`src/u8u16_pkg.sv`:
```
package u8u16_pkg;

   // Lead byte class boundaries and continuation payload mask.
   localparam logic [7:0]  ASCII_MAX      = 8'h7F;
   localparam logic [7:0]  CONT_MAX       = 8'hBF;
   localparam logic [7:0]  LEAD2_MAX      = 8'hDF;
   localparam logic [7:0]  LEAD3_MAX      = 8'hEF;
   localparam logic [7:0]  LEAD4_MAX      = 8'hF7;
   localparam logic [5:0]  CONT_MASK      = 6'h3F;

   // Code point limits.
   localparam logic [20:0] SURR_LOW       = 21'h00D800;
   localparam logic [20:0] SURR_HIGH      = 21'h00DFFF;
   localparam logic [20:0] CP_MAX         = 21'h10FFFF;
   localparam logic [20:0] BMP_MAX        = 21'h00FFFF;
   localparam logic [20:0] SUPP_BASE      = 21'h010000;
   localparam logic [5:0]  HIGH_SURR_TOP  = 6'b110110;
   localparam logic [5:0]  LOW_SURR_TOP   = 6'b110111;

   localparam int unsigned UNIT_WIDTH     = 16;
   localparam int unsigned ACCUM_WIDTH    = 21;

   // One decoded event handed from the front to the back.
   typedef struct packed {
      logic                  is_error;
      logic                  is_pair;
      logic [UNIT_WIDTH-1:0] unit_first;
      logic [UNIT_WIDTH-1:0] unit_second;
   } entry_type;

   // Queue status seen by the front and the back.
   typedef struct packed {
      logic full;
      logic empty;
   } queue_status_type;

endpackage

```
`src/u8u16_front.sv`:
```
module u8u16_front (
   input  logic                clock,
   input  logic                reset,
   input  logic                req_valid,
   output logic                req_stall,
   input  logic [7:0]          req_byte_in,
   input  logic                req_end_of_string,
   input  u8u16_pkg::queue_status_type q_status,
   output logic                push,
   output u8u16_pkg::entry_type push_entry
);

   logic [1:0]                         pending_ff, pending_in;
   logic [u8u16_pkg::ACCUM_WIDTH-1:0]  accum_ff, accum_in;
   logic                               accept;
   logic                               emit_cp;
   logic                               fail;
   logic [u8u16_pkg::ACCUM_WIDTH-1:0]  cp;
   logic [u8u16_pkg::ACCUM_WIDTH-1:0]  supp;
   logic                               bad_cp;

   assign req_stall = q_status.full;
   assign accept    = req_valid && !q_status.full;

   always_comb begin
      pending_in = pending_ff;
      accum_in   = accum_ff;
      emit_cp    = 1'b0;
      fail       = 1'b0;
      cp         = '0;
      if (pending_ff == 2'd0) begin
         case (req_byte_in) inside
            [8'h00:u8u16_pkg::ASCII_MAX]: begin
               accum_in = '0;
               emit_cp  = 1'b1;
               cp       = {13'd0, req_byte_in};
            end
            [8'h80:u8u16_pkg::CONT_MAX]: begin
               fail = 1'b1;
            end
            [8'hC0:u8u16_pkg::LEAD2_MAX]: begin
               accum_in   = {16'd0, req_byte_in[4:0]};
               pending_in = 2'd1;
               fail       = req_end_of_string;
            end
            [8'hE0:u8u16_pkg::LEAD3_MAX]: begin
               accum_in   = {17'd0, req_byte_in[3:0]};
               pending_in = 2'd2;
               fail       = req_end_of_string;
            end
            [8'hF0:u8u16_pkg::LEAD4_MAX]: begin
               accum_in   = {18'd0, req_byte_in[2:0]};
               pending_in = 2'd3;
               fail       = req_end_of_string;
            end
            default: begin
               fail = 1'b1;
            end
         endcase
      end else if (req_byte_in[7:6] != 2'b10) begin
         fail = 1'b1;
      end else begin
         accum_in   = {accum_ff[u8u16_pkg::ACCUM_WIDTH-7:0],
                       req_byte_in[5:0] & u8u16_pkg::CONT_MASK};
         pending_in = pending_ff - 2'd1;
         if (pending_in == 2'd0) begin
            cp       = accum_in;
            accum_in = '0;
            emit_cp  = 1'b1;
         end else begin
            fail = req_end_of_string;
         end
      end

      // A completed code point may still be a surrogate or out of range.
      bad_cp = (cp >= u8u16_pkg::SURR_LOW && cp <= u8u16_pkg::SURR_HIGH) ||
               (cp > u8u16_pkg::CP_MAX);
      if (emit_cp && bad_cp) begin
         fail = 1'b1;
      end
      if (fail) begin
         pending_in = 2'd0;
         accum_in   = '0;
      end
   end

   assign supp = cp - u8u16_pkg::SUPP_BASE;

   always_comb begin
      push_entry = '0;
      push       = accept && (fail || emit_cp);
      if (fail) begin
         push_entry.is_error = 1'b1;
      end else if (cp > u8u16_pkg::BMP_MAX) begin
         push_entry.is_pair     = 1'b1;
         push_entry.unit_first  = {u8u16_pkg::HIGH_SURR_TOP, supp[19:10]};
         push_entry.unit_second = {u8u16_pkg::LOW_SURR_TOP, supp[9:0]};
      end else begin
         push_entry.unit_first = cp[u8u16_pkg::UNIT_WIDTH-1:0];
      end
   end

   always_ff @(posedge clock) begin
      if (reset) begin
         pending_ff <= 2'd0;
         accum_ff   <= '0;
      end else if (accept) begin
         pending_ff <= pending_in;
         accum_ff   <= accum_in;
      end
   end

endmodule

```
`src/u8u16_queue.sv`:
```
module u8u16_queue #(
   parameter int unsigned DEPTH = 4
) (
   input  logic                 clock,
   input  logic                 reset,
   input  logic                 push,
   input  u8u16_pkg::entry_type push_entry,
   input  logic                 pop,
   output u8u16_pkg::entry_type head_entry,
   output u8u16_pkg::queue_status_type q_status
);

   localparam int unsigned PTR_WIDTH   = $clog2(DEPTH);
   localparam int unsigned COUNT_WIDTH = $clog2(DEPTH + 1);
   localparam logic [PTR_WIDTH-1:0]   LAST_SLOT = PTR_WIDTH'(DEPTH - 1);
   localparam logic [COUNT_WIDTH-1:0] FULL_COUNT = COUNT_WIDTH'(DEPTH);

   u8u16_pkg::entry_type          slots_ff [DEPTH];
   logic [PTR_WIDTH-1:0]          wr_ptr_ff, rd_ptr_ff;
   logic [COUNT_WIDTH-1:0]        count_ff;

   assign head_entry     = slots_ff[rd_ptr_ff];
   assign q_status.full  = (count_ff == FULL_COUNT);
   assign q_status.empty = (count_ff == '0);

   always_ff @(posedge clock) begin
      if (push) begin
         slots_ff[wr_ptr_ff] <= push_entry;
      end
   end

   always_ff @(posedge clock) begin
      if (reset) begin
         wr_ptr_ff <= '0;
         rd_ptr_ff <= '0;
         count_ff  <= '0;
      end else begin
         if (push) begin
            wr_ptr_ff <= (wr_ptr_ff == LAST_SLOT) ? '0 : wr_ptr_ff + PTR_WIDTH'(1);
         end
         if (pop) begin
            rd_ptr_ff <= (rd_ptr_ff == LAST_SLOT) ? '0 : rd_ptr_ff + PTR_WIDTH'(1);
         end
         if (push && !pop) begin
            count_ff <= count_ff + COUNT_WIDTH'(1);
         end else if (pop && !push) begin
            count_ff <= count_ff - COUNT_WIDTH'(1);
         end
      end
   end

`ifndef SYNTHESIS
   assert property (@(posedge clock) disable iff (reset) push |-> !q_status.full)
      else $error("queue written while full");
   assert property (@(posedge clock) disable iff (reset) pop |-> !q_status.empty)
      else $error("queue read while empty");
   assert property (@(posedge clock) disable iff (reset) count_ff <= FULL_COUNT)
      else $error("queue count beyond its depth");
`endif

endmodule

```
`src/u8u16_back.sv`:
```
module u8u16_back (
   input  logic                 clock,
   input  logic                 reset,
   input  u8u16_pkg::entry_type head_entry,
   input  u8u16_pkg::queue_status_type q_status,
   output logic                 pop,
   output logic                 rsp_valid,
   input  logic                 rsp_stall,
   output logic [15:0]          rsp_code_unit,
   output logic                 rsp_error,
   output logic                 rsp_last
);

   logic        valid_ff;
   logic [15:0] unit_ff;
   logic        error_ff;
   logic        last_ff;
   logic        second_ff;
   logic [15:0] second_unit_ff;
   logic        out_free;

   assign out_free = !valid_ff || !rsp_stall;
   assign pop      = out_free && !second_ff && !q_status.empty;

   always_ff @(posedge clock) begin
      if (reset) begin
         valid_ff  <= 1'b0;
         second_ff <= 1'b0;
      end else if (out_free) begin
         if (second_ff) begin
            valid_ff  <= 1'b1;
            second_ff <= 1'b0;
            unit_ff   <= second_unit_ff;
            error_ff  <= 1'b0;
            last_ff   <= 1'b1;
         end else if (!q_status.empty) begin
            valid_ff       <= 1'b1;
            second_ff      <= head_entry.is_pair;
            second_unit_ff <= head_entry.unit_second;
            unit_ff        <= head_entry.unit_first;
            error_ff       <= head_entry.is_error;
            last_ff        <= !head_entry.is_pair;
         end else begin
            valid_ff <= 1'b0;
         end
      end
   end

   assign rsp_valid     = valid_ff;
   assign rsp_code_unit = unit_ff;
   assign rsp_error     = error_ff;
   assign rsp_last      = last_ff;

`ifndef SYNTHESIS
   assert property (@(posedge clock) disable iff (reset) second_ff |-> valid_ff)
      else $error("low surrogate pending without a high surrogate shown");
   assert property (@(posedge clock) disable iff (reset)
                    (valid_ff && error_ff) |-> (last_ff && unit_ff == 16'd0 && !second_ff))
      else $error("error result is not a lone zero unit");
   assert property (@(posedge clock) disable iff (reset) (valid_ff && !last_ff) |-> second_ff)
      else $error("result without last flag and no low surrogate to follow");
`endif

endmodule

```
`src/utf8_to_utf16_decoder.sv`:
```
// Channel   Direction  Handshake             Payload
// req_      in         req_valid/req_stall   req_byte_in[7:0], req_end_of_string
// rsp_      out        rsp_valid/rsp_stall   rsp_code_unit[15:0], rsp_error, rsp_last
//
// One byte is taken per cycle while the queue has room. A result is written
// into the queue and then into the back's output register before it is shown
// on rsp_. A code point above the basic plane gives two results, the high and
// then the low surrogate, with no result from the queue between them.
// Reset is synchronous and active high; it empties the queue and the decoder.
// req_stall is raised only when the QUEUE_DEPTH-entry queue is full.
module utf8_to_utf16_decoder #(
   parameter int unsigned QUEUE_DEPTH = 4
) (
   input  logic        clock,
   input  logic        reset,
   input  logic        req_valid,
   output logic        req_stall,
   input  logic [7:0]  req_byte_in,
   input  logic        req_end_of_string,
   output logic        rsp_valid,
   input  logic        rsp_stall,
   output logic [15:0] rsp_code_unit,
   output logic        rsp_error,
   output logic        rsp_last
);

   // The front decodes each accepted byte combinationally, tracking the open
   // sequence in registers, and turns every completed code point or every
   // malformation into one queue entry. The queue decouples it from the
   // back, which expands entries into one or two code unit transfers.
   // QUEUE_DEPTH must be at least two.

   u8u16_pkg::entry_type        push_entry;
   u8u16_pkg::entry_type        head_entry;
   u8u16_pkg::queue_status_type q_status;
   logic                        push;
   logic                        pop;

   u8u16_front front_u (
      .clock             (clock),
      .reset             (reset),
      .req_valid         (req_valid),
      .req_stall         (req_stall),
      .req_byte_in       (req_byte_in),
      .req_end_of_string (req_end_of_string),
      .q_status          (q_status),
      .push              (push),
      .push_entry        (push_entry)
   );

   u8u16_queue #(
      .DEPTH (QUEUE_DEPTH)
   ) queue_u (
      .clock      (clock),
      .reset      (reset),
      .push       (push),
      .push_entry (push_entry),
      .pop        (pop),
      .head_entry (head_entry),
      .q_status   (q_status)
   );

   // The back holds the result in a register. While a shown transfer waits it
   // takes nothing from the queue, and the front keeps filling the queue
   // meanwhile.
   u8u16_back back_u (
      .clock         (clock),
      .reset         (reset),
      .head_entry    (head_entry),
      .q_status      (q_status),
      .pop           (pop),
      .rsp_valid     (rsp_valid),
      .rsp_stall     (rsp_stall),
      .rsp_code_unit (rsp_code_unit),
      .rsp_error     (rsp_error),
      .rsp_last      (rsp_last)
   );

endmodule
```
`config.mk`:
```
export PLATFORM = sky130hd
export DESIGN_NAME = utf8_to_utf16_decoder
export DESIGN_NICKNAME = d
export VERILOG_FILES = /design/src/u8u16_pkg.sv /design/src/u8u16_front.sv /design/src/u8u16_queue.sv /design/src/u8u16_back.sv /design/src/utf8_to_utf16_decoder.sv
export SDC_FILE = /design/constraint.sdc
export NUM_CORES = 1
export LEC_CHECK = 0
export BUFFER_PORTS_ARGS = -buffer_cell sky130_fd_sc_hd__buf_2
export CAP_MARGIN = 20
export CELL_PAD_IN_SITES_DETAIL_PLACEMENT = 1
export CELL_PAD_IN_SITES_GLOBAL_PLACEMENT = 2
export CORE_UTILIZATION = 41
export CTS_CLUSTER_SIZE = 8
export DETAILED_ROUTE_END_ITERATION = 8
export GPL_TIMING_DRIVEN = 0
export PLACE_DENSITY_LB_ADDON = 0.12
export REMOVE_ABC_BUFFERS = 1
export SLEW_MARGIN = 15
export SYNTH_ARGS = -nofsm -noshare
export SYNTH_HDL_FRONTEND = slang
export SYNTH_SLANG_ARGS = --single-unit
```
`constraint.sdc`:
```
create_clock -name clock -period 2.6 [get_ports clock]
set_clock_uncertainty 0.15 [all_clocks]
set_input_delay 0 -clock clock [delete_from_list [all_inputs] [get_ports clock]]
set_output_delay 0 -clock clock [all_outputs]
set_load 0.05 [all_outputs]
```
==> impl_metrics.env, run 1 <==
export IMPL_seqPwrFrac_pct=44.1
export IMPL_diodes=0
export IMPL_reg2reg_depth=11
export IMPL_gp_congestion=0.836
export IMPL_dpl_worst_slack_ps=-883
export IMPL_crit_fanout=7
export IMPL_wl_per_cell_microns=21.7
export IMPL_p_sw_share_pct=30.3
export IMPL_relSlewSlack_pct=58.5
export IMPL_final_cell_area_sq_um=8810
export IMPL_startpoint="front_u.pending_ff[1]"
export IMPL_drive_above_1_share_pct=35.0
export IMPL_fin_total_pwr_mw=8.26
export IMPL_coreArea_sq_um=16800
export IMPL_synth_edf_count=141
export IMPL_clock_sinks=169
export IMPL_max_freq_mhz=375
export IMPL_syn_to_final_growth_pct=23.3
export IMPL_htree_levels=4
export IMPL_viasPerCell=5.41
export IMPL_ys_types=61
export IMPL_critical_path_buf_inv_count=2
export IMPL_die_width_microns=134
export IMPL_finalHoldViolations=0
export IMPL_avgSynthCellArea_sq_um=15.5
export IMPL_regToRegSetupSlack_ps=-70
export IMPL_period_share_pct=103
export IMPL_dr_pass1_iters=4
export IMPL_dr_total_vias=4163
export IMPL_cpMostUsedCell="buf_12"
export IMPL_crit_type="flip-flop to flip-flop"
export IMPL_finalMaxSlewViolations=0
export IMPL_yosysSeqAreaShare_pct=67.1
export IMPL_p_int_mw=5.76
export IMPL_worst_setup_path_end_kind="flip-flop"
export IMPL_numCtsBuffers=17
export IMPL_critPathCapture="queue_u.slots_ff[1][8]"
export IMPL_grt_setup_unrepaired="yes"
export IMPL_port_buffer_count=32
export IMPL_max_stage_delay_ps=420
export IMPL_drc=0
export IMPL_critPathLaunchType="flip-flop"
export IMPL_post_route_min_period_ps=2670
export IMPL_fp_dieH_microns=134
export IMPL_clockBufferDepth=2
export IMPL_syn_area_sq_um=7140
export IMPL_num_io_pins=33
export IMPL_clkLatencyLatePin_ps=430
export IMPL_final_cell_count_no_fill=769
export IMPL_most_common_layout_cells="edfxtp_1 (141), nand2_1 (36), buf_2 (32)"
export IMPL_r2r_start="front_u.pending_ff[1]"
export IMPL_postPlaceCellArea_sq_um=7620
export IMPL_peakVddDrop_v=0.000498
export IMPL_netSwitchingPower_mw=2.50
export IMPL_slowest_stage="and4bb_4"
export IMPL_p_clk_share_pct=29.4
export IMPL_initialDrtViolationCount=213
export IMPL_track_usage_pct=20.2
export IMPL_layout_commonest_cell="edfxtp_1"
export IMPL_maxCapViolations=0
export IMPL_cts_tree="done"
export IMPL_r2r_end="queue_u.slots_ff[1][8]"
export IMPL_die_area_sq_um=18000
export IMPL_grt_pass1_wl_mm=26.3
export IMPL_antenna_left=0
export IMPL_nets=558
export IMPL_crit_required_ps=2610
export IMPL_hold_depth=5
export IMPL_p_per_area_nw_per_um2=938
export IMPL_yosys_warnings=0
export IMPL_synth_ff_latch_count=169
export IMPL_ys_flop_type="edfxtp_1"
export IMPL_crit_chain="and4bb_4 > nand2_4 > ha_4 > and3_4 > o211ai_1 > nor3_1 > a211o_1 > o211ai_4 > buf_12 > buf_12 > nor3_4"
export IMPL_initial_core_util_pct=42.5
export IMPL_power_frac_comb_pct=26.5
export IMPL_status="finished with violations"
export IMPL_critical_path_top_delay_family="simple AND/OR/NAND/NOR gates"
export IMPL_syn_instance_count=461
export IMPL_setup_viol=100
export IMPL_grt_pass1_vias=4486
export IMPL_cts_root_buf="clkbuf_16"
export IMPL_gr_total_overflow=0
export IMPL_worst_slack_ps=-67.4
export IMPL_crit_arrival_ps=2680
export IMPL_path_clk_slew_ps=60
export IMPL_fp_row_count=47
export IMPL_async_reset_ff_share_pct=0
export IMPL_path_depth=11
export IMPL_dpl_hpwl_mm=9.91
export IMPL_layout_core_utilization_pct=52.4
export IMPL_routed_wl_mm=16.7
export IMPL_setup_tns_ps=-3540
export IMPL_leakagePower_nw=2.97
export IMPL_tightest_slew_ps=621
export IMPL_hold_path_class="input port to flip-flop"
export IMPL_dp_cells=699
export IMPL_grt_antenna_before_repair=0
export IMPL_grt_start_max_net_pins=29
export IMPL_violations="negative setup slack"
export IMPL_hold_slack_ps=54.6
==> Yosys cell counts, types with 7 or more instances <==
cell type | n | area share, %
edfxtp_1 | 141 | 59
nand2_1 | 38 | 2.0
dfxtp_1 | 28 | 7.8
mux4_2 | 28 | 8.8
a21oi_1 | 22 | 1.5
nor2_1 | 21 | 1.1
nand3_1 | 16 | 1.1
inv_1 | 15 | 0.79
nor3_1 | 14 | 0.98
mux2_2 | 13 | 2.0
clkbuf_1 | 12 | 0.63
o21ai_0 | 8 | 0.56
ha_1 | 7 | 1.2
nor2_2 | 7 | 0.61
==> area by class of cell <==
class	count	area (sq um)
flip-flops and latches	169	4810
repair buffers	80	717
well taps	220	275
fillers	1655	8010
clock buffers	19	433
inverters	15	56.3
clock inverters	12	125
multi-input cells	254	2390
==> routing by layer <==
metal  part of all wire (%)  vias up  global-route usage, %
li1                       -     1936                      -
met1                     46     2142                   27.0
met2                     50       71                   33.3
met3                    2.5       14                   3.48
met4                    1.5        0                   7.26
met5                      0        -                      0
==> worst min path at each step <==
stage / from / end / slack (ps)
floorplan: reset / back_u.rsp_valid / -80
global placement: rsp_stall / back_u.second_ff / 140
detailed placement: req_byte_in[0] / front_u.accum_ff[0] / 150
CTS: req_byte_in[6] / front_u.accum_ff[9] / 20
global route: req_byte_in[6] / front_u.accum_ff[9] / 90
finish: req_byte_in[6] / front_u.accum_ff[9] / 50
==> flip-flops by register name, summed over array words and instances, names as in the netlist, 2 cells and up, named ones only <==
| register | count |
|---|---|
| queue_u.slots_ff | 112 |
| back_u.rsp_code_unit | 16 |
| front_u.accum_ff | 15 |
| back_u.second_unit_ff | 11 |
| queue_u.count_ff | 3 |
| front_u.pending_ff | 2 |
| queue_u.rd_ptr_ff | 2 |
| queue_u.wr_ptr_ff | 2 |
==> worst min-delay path: cells and delay by family <==
kind / cells / cell delay, ps
buffers and inverters: 2 / 360
AOI/OAI and AO/OA: 1 / 60
and+or+nand+nor: 2 / 160
==> cells by family (layout without fill, tap and decap cells) <==
logic type / Yosys count / after routing / share of synthesized area (%)
buffers and inverters: 40 / 126 / 3.08
flip-flops: 169 / 169 / 67.1
XOR/XNOR: 3 / 3 / 0.368
multiplexers: 48 / 48 / 12.0
AND/OR/NAND/NOR: 138 / 138 / 10.6
AO/OA/AOI/OAI: 55 / 57 / 5.36
adder cells (fa/ha/maj): 8 / 8 / 1.51
==> timing repair <==
action,CTS,global route
cloned,3,0
endpoints found under the setup margin,228,110
hold buffers,20,0
endpoints found under the hold margin,59,0
resized for setup,48,13
pin swaps,13,10
setup buffers,15,1
==> power groups by stage <==
stage          logic, mW  clock network (mW)  registers (mW)
2_1_floorplan       1.01                   0            4.09
3_3_place_gp        1.77                   0            3.85
3_5_place_dp        2.08                   0            3.71
4_1_cts             2.22                2.48            3.66
5_1_grt             2.35                2.56            3.70
6_report            2.19                2.43            3.64
(Power assumes the default switching activity.)
==> inputs of run 2 (changes only) <==
PLACE_DENSITY = 0.77   (was not set)
PLACE_DENSITY_LB_ADDON = not set   (was 0.12)
==> impl_metrics.env, run 2 (synthesis gave the netlist of run 1 again) <==
export IMPL_status="finished with violations"
export IMPL_violations="negative setup slack"
export IMPL_clock_sinks=169
export IMPL_dr_total_vias=4259
export IMPL_startpoint="front_u.pending_ff[1]"
export IMPL_diodes=0
export IMPL_grt_pass1_wl_mm=26.6
export IMPL_maxCapViolations=0
export IMPL_top_register="queue_u.slots_ff"
export IMPL_die_width_microns=134
export IMPL_largest_reg_flops=112
export IMPL_max_freq_mhz=381
export IMPL_die_area_sq_um=18000
export IMPL_r2r_end="queue_u.slots_ff[0][27]"
export IMPL_path_depth=11
export IMPL_numCtsBuffers=17
export IMPL_track_usage_pct=20.3
export IMPL_fillers=1615
export IMPL_top_usage_layer="met2"
export IMPL_grt_pass1_vias=4576
export IMPL_leakagePower_nw=3.02
export IMPL_worst_slack_ps=-27.7
export IMPL_setup_viol=36
export IMPL_critPathCapture="queue_u.slots_ff[0][27]"
export IMPL_htree_levels=4
export IMPL_dr_pass1_iters=5
export IMPL_clockBufferDepth=2
export IMPL_crit_type="flip-flop to flip-flop"
export IMPL_gr_total_overflow=0
export IMPL_regArea_sq_um=4810
export IMPL_wl_per_cell_microns=21.9
export IMPL_critPathLaunchType="flip-flop"
export IMPL_most_common_layout_cells="edfxtp_1 (141), nand2_1 (35), buf_2 (32)"
export IMPL_cpMostUsedCell="buf_6"
export IMPL_clkLatencyLatePin_ps=430
export IMPL_post_route_min_period_ps=2630
export IMPL_crit_fanout=7
export IMPL_critical_path_buf_inv_count=2
export IMPL_dpl_worst_slack_ps=-769
export IMPL_gp_congestion=0.833
export IMPL_nets=560
export IMPL_grt_setup_unrepaired="yes"
export IMPL_finalHoldViolations=0
export IMPL_max_stage_delay_ps=380
export IMPL_peakVddDrop_v=0.000553
export IMPL_initial_core_util_pct=42.5
export IMPL_crit_chain="and4bb_4 > nand2_4 > ha_4 > and3_4 > o211ai_1 > nor3_1 > a211o_1 > o211ai_4 > buf_6 > buf_6 > a21oi_4"
export IMPL_grt_met2_usage_pct=34.1
export IMPL_r2r_start="front_u.pending_ff[1]"
export IMPL_slowest_stage="and4bb_4"
export IMPL_cts_tree="done"
export IMPL_viasPerCell=5.52
export IMPL_dp_cells=698
export IMPL_initialDrtViolationCount=268
export IMPL_grt_use_met3_pct=3.48
export IMPL_finalMaxSlewViolations=0
export IMPL_relSlewSlack_pct=43.6
export IMPL_p_per_area_nw_per_um2=924
export IMPL_crit_required_ps=2600
export IMPL_regToRegSetupSlack_ps=-30
export IMPL_grt_start_max_net_pins=29
export IMPL_hold_path_class="input port to flip-flop"
export IMPL_cts_root_buf="clkbuf_16"
export IMPL_critical_path_top_delay_family="simple AND/OR/NAND/NOR gates"
export IMPL_period_share_pct=101
export IMPL_reg2reg_depth=11
export IMPL_crit_arrival_ps=2630
export IMPL_dpl_hpwl_mm=10.1
export IMPL_path_clk_slew_ps=60
export IMPL_fp_dieH_microns=134
export IMPL_port_buffer_count=32
export IMPL_num_io_pins=33
export IMPL_fp_row_count=47
export IMPL_routed_wl_mm=16.9
export IMPL_syn_to_final_growth_pct=24.8
export IMPL_layout_commonest_cell="edfxtp_1"
export IMPL_drc=0
export IMPL_worst_setup_path_end_kind="flip-flop"
export IMPL_grt_use_met1_pct=26.2
export IMPL_tightest_slew_ps=842
export IMPL_final_cell_count_no_fill=772
export IMPL_antenna_left=0
export IMPL_coreArea_sq_um=16800
export IMPL_grt_antenna_before_repair=0
export IMPL_multi_input_area_sq_um=2510
export IMPL_drive_above_1_share_pct=38.2
run 2: metal layers:
metal | wire [microns] | up-vias | part of all wire [%]
met5 | 0 | - | 0
met1 | 7200 | 2187 | 42
met2 | 8590 | 112 | 51
li1 | - | 1932 | -
met3 | 749 | 28 | 4.4
met4 | 397 | 0 | 2.3
run 2: worst min-delay path by stage:
stage	from	to	slack, ps	depth (start not counted)
after floorplan	reset	back_u.rsp_valid	-80	1
after global placement	rsp_stall	back_u.second_ff	140	3
after detailed placement	rsp_stall	back_u.second_ff	150	3
after CTS	req_byte_in[7]	front_u.accum_ff[3]	7	5
after global routing	req_byte_in[7]	front_u.pending_ff[0]	60	5
final	req_byte_in[6]	front_u.accum_ff[3]	30	5
run 2: timing repair:
item,4_1_cts,5_1_grt
hold endpoints to repair,60,0
gates cloned,3,1
resized for setup,71,14
hold buffers,14,0
endpoints found under the setup margin,237,114
buffers inserted,15,9
pin swaps,25,14
run 2: layout make-up:
class                           instances  share of cell area [%]
Clock inverter                         13                    1.33
Clock buffer                           19                    4.86
Inverter                               15                   0.632
Timing Repair Buffer                   81                    7.92
Multi-Input combinational cell        255                    28.2
Sequential cell                       169                    54.0
Tap cell                              220                    3.09
run 2: through the flow:
stage          power (mW)  instance area, sq um  utilization [%]  hold slack [ps]  setup TNS, ps
6_report             8.24                  8910             53.0             30.3           -644
5_1_grt              8.60                  8910             53.0             61.7          -3580
4_1_cts              8.30                  8820             52.4             6.64          -6140
3_5_place_dp         5.78                  7620             45.3              153         -86350
3_3_place_gp         5.57                  7410             44.1              143        -278570
2_1_floorplan        5.10                  6980                -            -80.9        -109250
run 2: where the power goes:
part | internal [mW] | total [mW] | switching (mW)
Clock | 1.32 | 2.37 | 1.04
Sequential | 3.42 | 3.66 | 0.237
Combinational | 0.952 | 2.21 | 1.26
run 2: tightest hold or removal path: stages:
cell and delay [ps]:
buf_2 160, nand3b_1 90, a21oi_1 40, o2111ai_1 180, a21oi_1 70
==> inputs of run 3 (changes only) <==
SKIP_CTS_REPAIR_TIMING = 1   (was not set)
==> impl_metrics.env, run 3 (synthesis gave the netlist of run 1 again) <==
export IMPL_peakVddDrop_v=0.000577
export IMPL_wl_per_cell_microns=23.2
export IMPL_crit_type="flip-flop to flip-flop"
export IMPL_clockBufferDepth=2
export IMPL_hold_path_class="input port to flip-flop"
export IMPL_layout_core_utilization_pct=54.1
export IMPL_antenna_left=0
export IMPL_coreArea_sq_um=16800
export IMPL_path_clk_slew_ps=60
export IMPL_gp_congestion=0.833
export IMPL_most_common_layout_cells="edfxtp_1 (141), nand2_1 (36), buf_2 (32)"
export IMPL_gr_total_overflow=0
export IMPL_track_usage_pct=18.8
export IMPL_critical_path_buf_inv_count=2
export IMPL_relSlewSlack_pct=43.4
export IMPL_p_per_area_nw_per_um2=915
export IMPL_critPathLaunchType="flip-flop"
export IMPL_crit_fanout=6
export IMPL_drive_above_1_share_pct=38.4
export IMPL_nets=575
export IMPL_cts_tree="done"
export IMPL_die_width_microns=134
export IMPL_period_share_pct=108
export IMPL_grt_pass1_vias=4282
export IMPL_crit_required_ps=2610
export IMPL_dr_pass1_iters=5
export IMPL_crit_chain="and4bb_4 > nand2_2 > ha_4 > and3_4 > o211ai_1 > nor3_1 > a211o_1 > o211ai_4 > clkbuf_16 > buf_12 > nor3_4"
export IMPL_initial_core_util_pct=42.5
export IMPL_cts_root_buf="clkbuf_16"
export IMPL_finalHoldViolations=0
export IMPL_max_stage_delay_ps=420
export IMPL_fp_row_count=47
export IMPL_top_register="queue_u.slots_ff"
export IMPL_clkLatencyLatePin_ps=430
export IMPL_status="finished with violations"
export IMPL_worst_slack_ps=-198
export IMPL_viasPerCell=5.68
export IMPL_dr_total_vias=4473
export IMPL_tightest_slew_ps=846
export IMPL_setup_viol=108
export IMPL_syn_to_final_growth_pct=27.5
export IMPL_numCtsBuffers=17
export IMPL_fp_dieH_microns=134
export IMPL_die_area_sq_um=18000
export IMPL_num_io_pins=33
export IMPL_dpl_hpwl_mm=10.1
export IMPL_initialDrtViolationCount=313
export IMPL_port_buffer_count=32
export IMPL_max_freq_mhz=357
export IMPL_crit_arrival_ps=2800
export IMPL_slowest_stage="and4bb_4"
export IMPL_grt_start_max_net_pins=32
export IMPL_drc=0
export IMPL_critical_path_top_delay_family="simple AND/OR/NAND/NOR gates"
export IMPL_routed_wl_mm=18.3
export IMPL_diodes=0
export IMPL_leakagePower_nw=3.10
export IMPL_maxCapViolations=0
export IMPL_violations="negative setup slack"
export IMPL_grt_antenna_before_repair=0
export IMPL_largest_reg_flops=112
export IMPL_clock_sinks=169
export IMPL_worst_setup_path_end_kind="flip-flop"
export IMPL_post_route_min_period_ps=2800
export IMPL_htree_levels=4
export IMPL_finalMaxSlewViolations=0
export IMPL_layout_commonest_cell="edfxtp_1"
export IMPL_grt_pass1_wl_mm=24.7
export IMPL_fin_total_pwr_mw=8.33
export IMPL_grt_setup_unrepaired="yes"
[run 3: cell count changes in the layout (fill, tap and decap cells not counted), moves of 3 or more]
| cell | delta |
|---|---|
| dfxtp_1 | +3 |
| nor2_4 | -4 |
| mux2_4 | -3 |
| nor2_2 | +4 |
| buf_12 | +6 |
| buf_4 | +4 |
| mux2_2 | +3 |
[run 3: worst min-delay path, stage by stage]
cell     delay (ps)
buf_2           180
a21oi_1         160
nor3_1           60
a22oi_1         150
nor2_1           50
[run 3: final cells by class]
class	instances	area, sq um
clock buffer	19	433
clock inverter	13	119
fill	1609	7710
sequential	169	4810
timing repair buffer	94	885
tap	220	275
inverter	15	60.1
multi-input combinational	257	2530
[run 3: path summary, 6_finish.rpt]
| path | startpoint | endpoint | slack [ps] | cells past startpoint |
|---|---|---|---|---|
| worst max register to register | front_u.pending_ff[1] | queue_u.slots_ff[0][6] | -200 | 11 |
| worst max-delay path | front_u.pending_ff[1] | queue_u.slots_ff[0][6] | -200 | 11 |
| worst min register to register | queue_u.rd_ptr_ff[1] | flip-flop | 350 | 2 |
| worst min-delay path | req_byte_in[7] | front_u.pending_ff[0] | 70 | 5 |
[run 3: metal layers]
metal | GRT usage (%) | wire length, microns | vias to the layer above
li1 | - | - | 1972
met1 | 24.3 | 7810 | 2325
met2 | 31.6 | 9240 | 144
met3 | 3.14 | 810 | 32
met4 | 7.39 | 415 | 0
met5 | 0 | 0 | -
[run 3: where the power goes]
part	total, mW	switching, mW	internal [mW]
registers	3.64	0.214	3.42
clock network	2.38	1.06	1.32
logic	2.31	1.32	0.997
[run 3: stage by stage]
step           TNS, ps  hold slack, ps  setup WS (ps)  instance area [sq um]  std cells
5_1_grt         -20390             117           -233                   9100        787
3_5_place_dp    -86350             153           -769                   7620        698
4_1_cts         -96270            -297           -813                   8170        730
2_1_floorplan  -109250           -80.9           -981                   6980        436
3_3_place_gp   -278570             143          -1590                   7410        688
6_report        -16450            74.6           -198                   9100        787
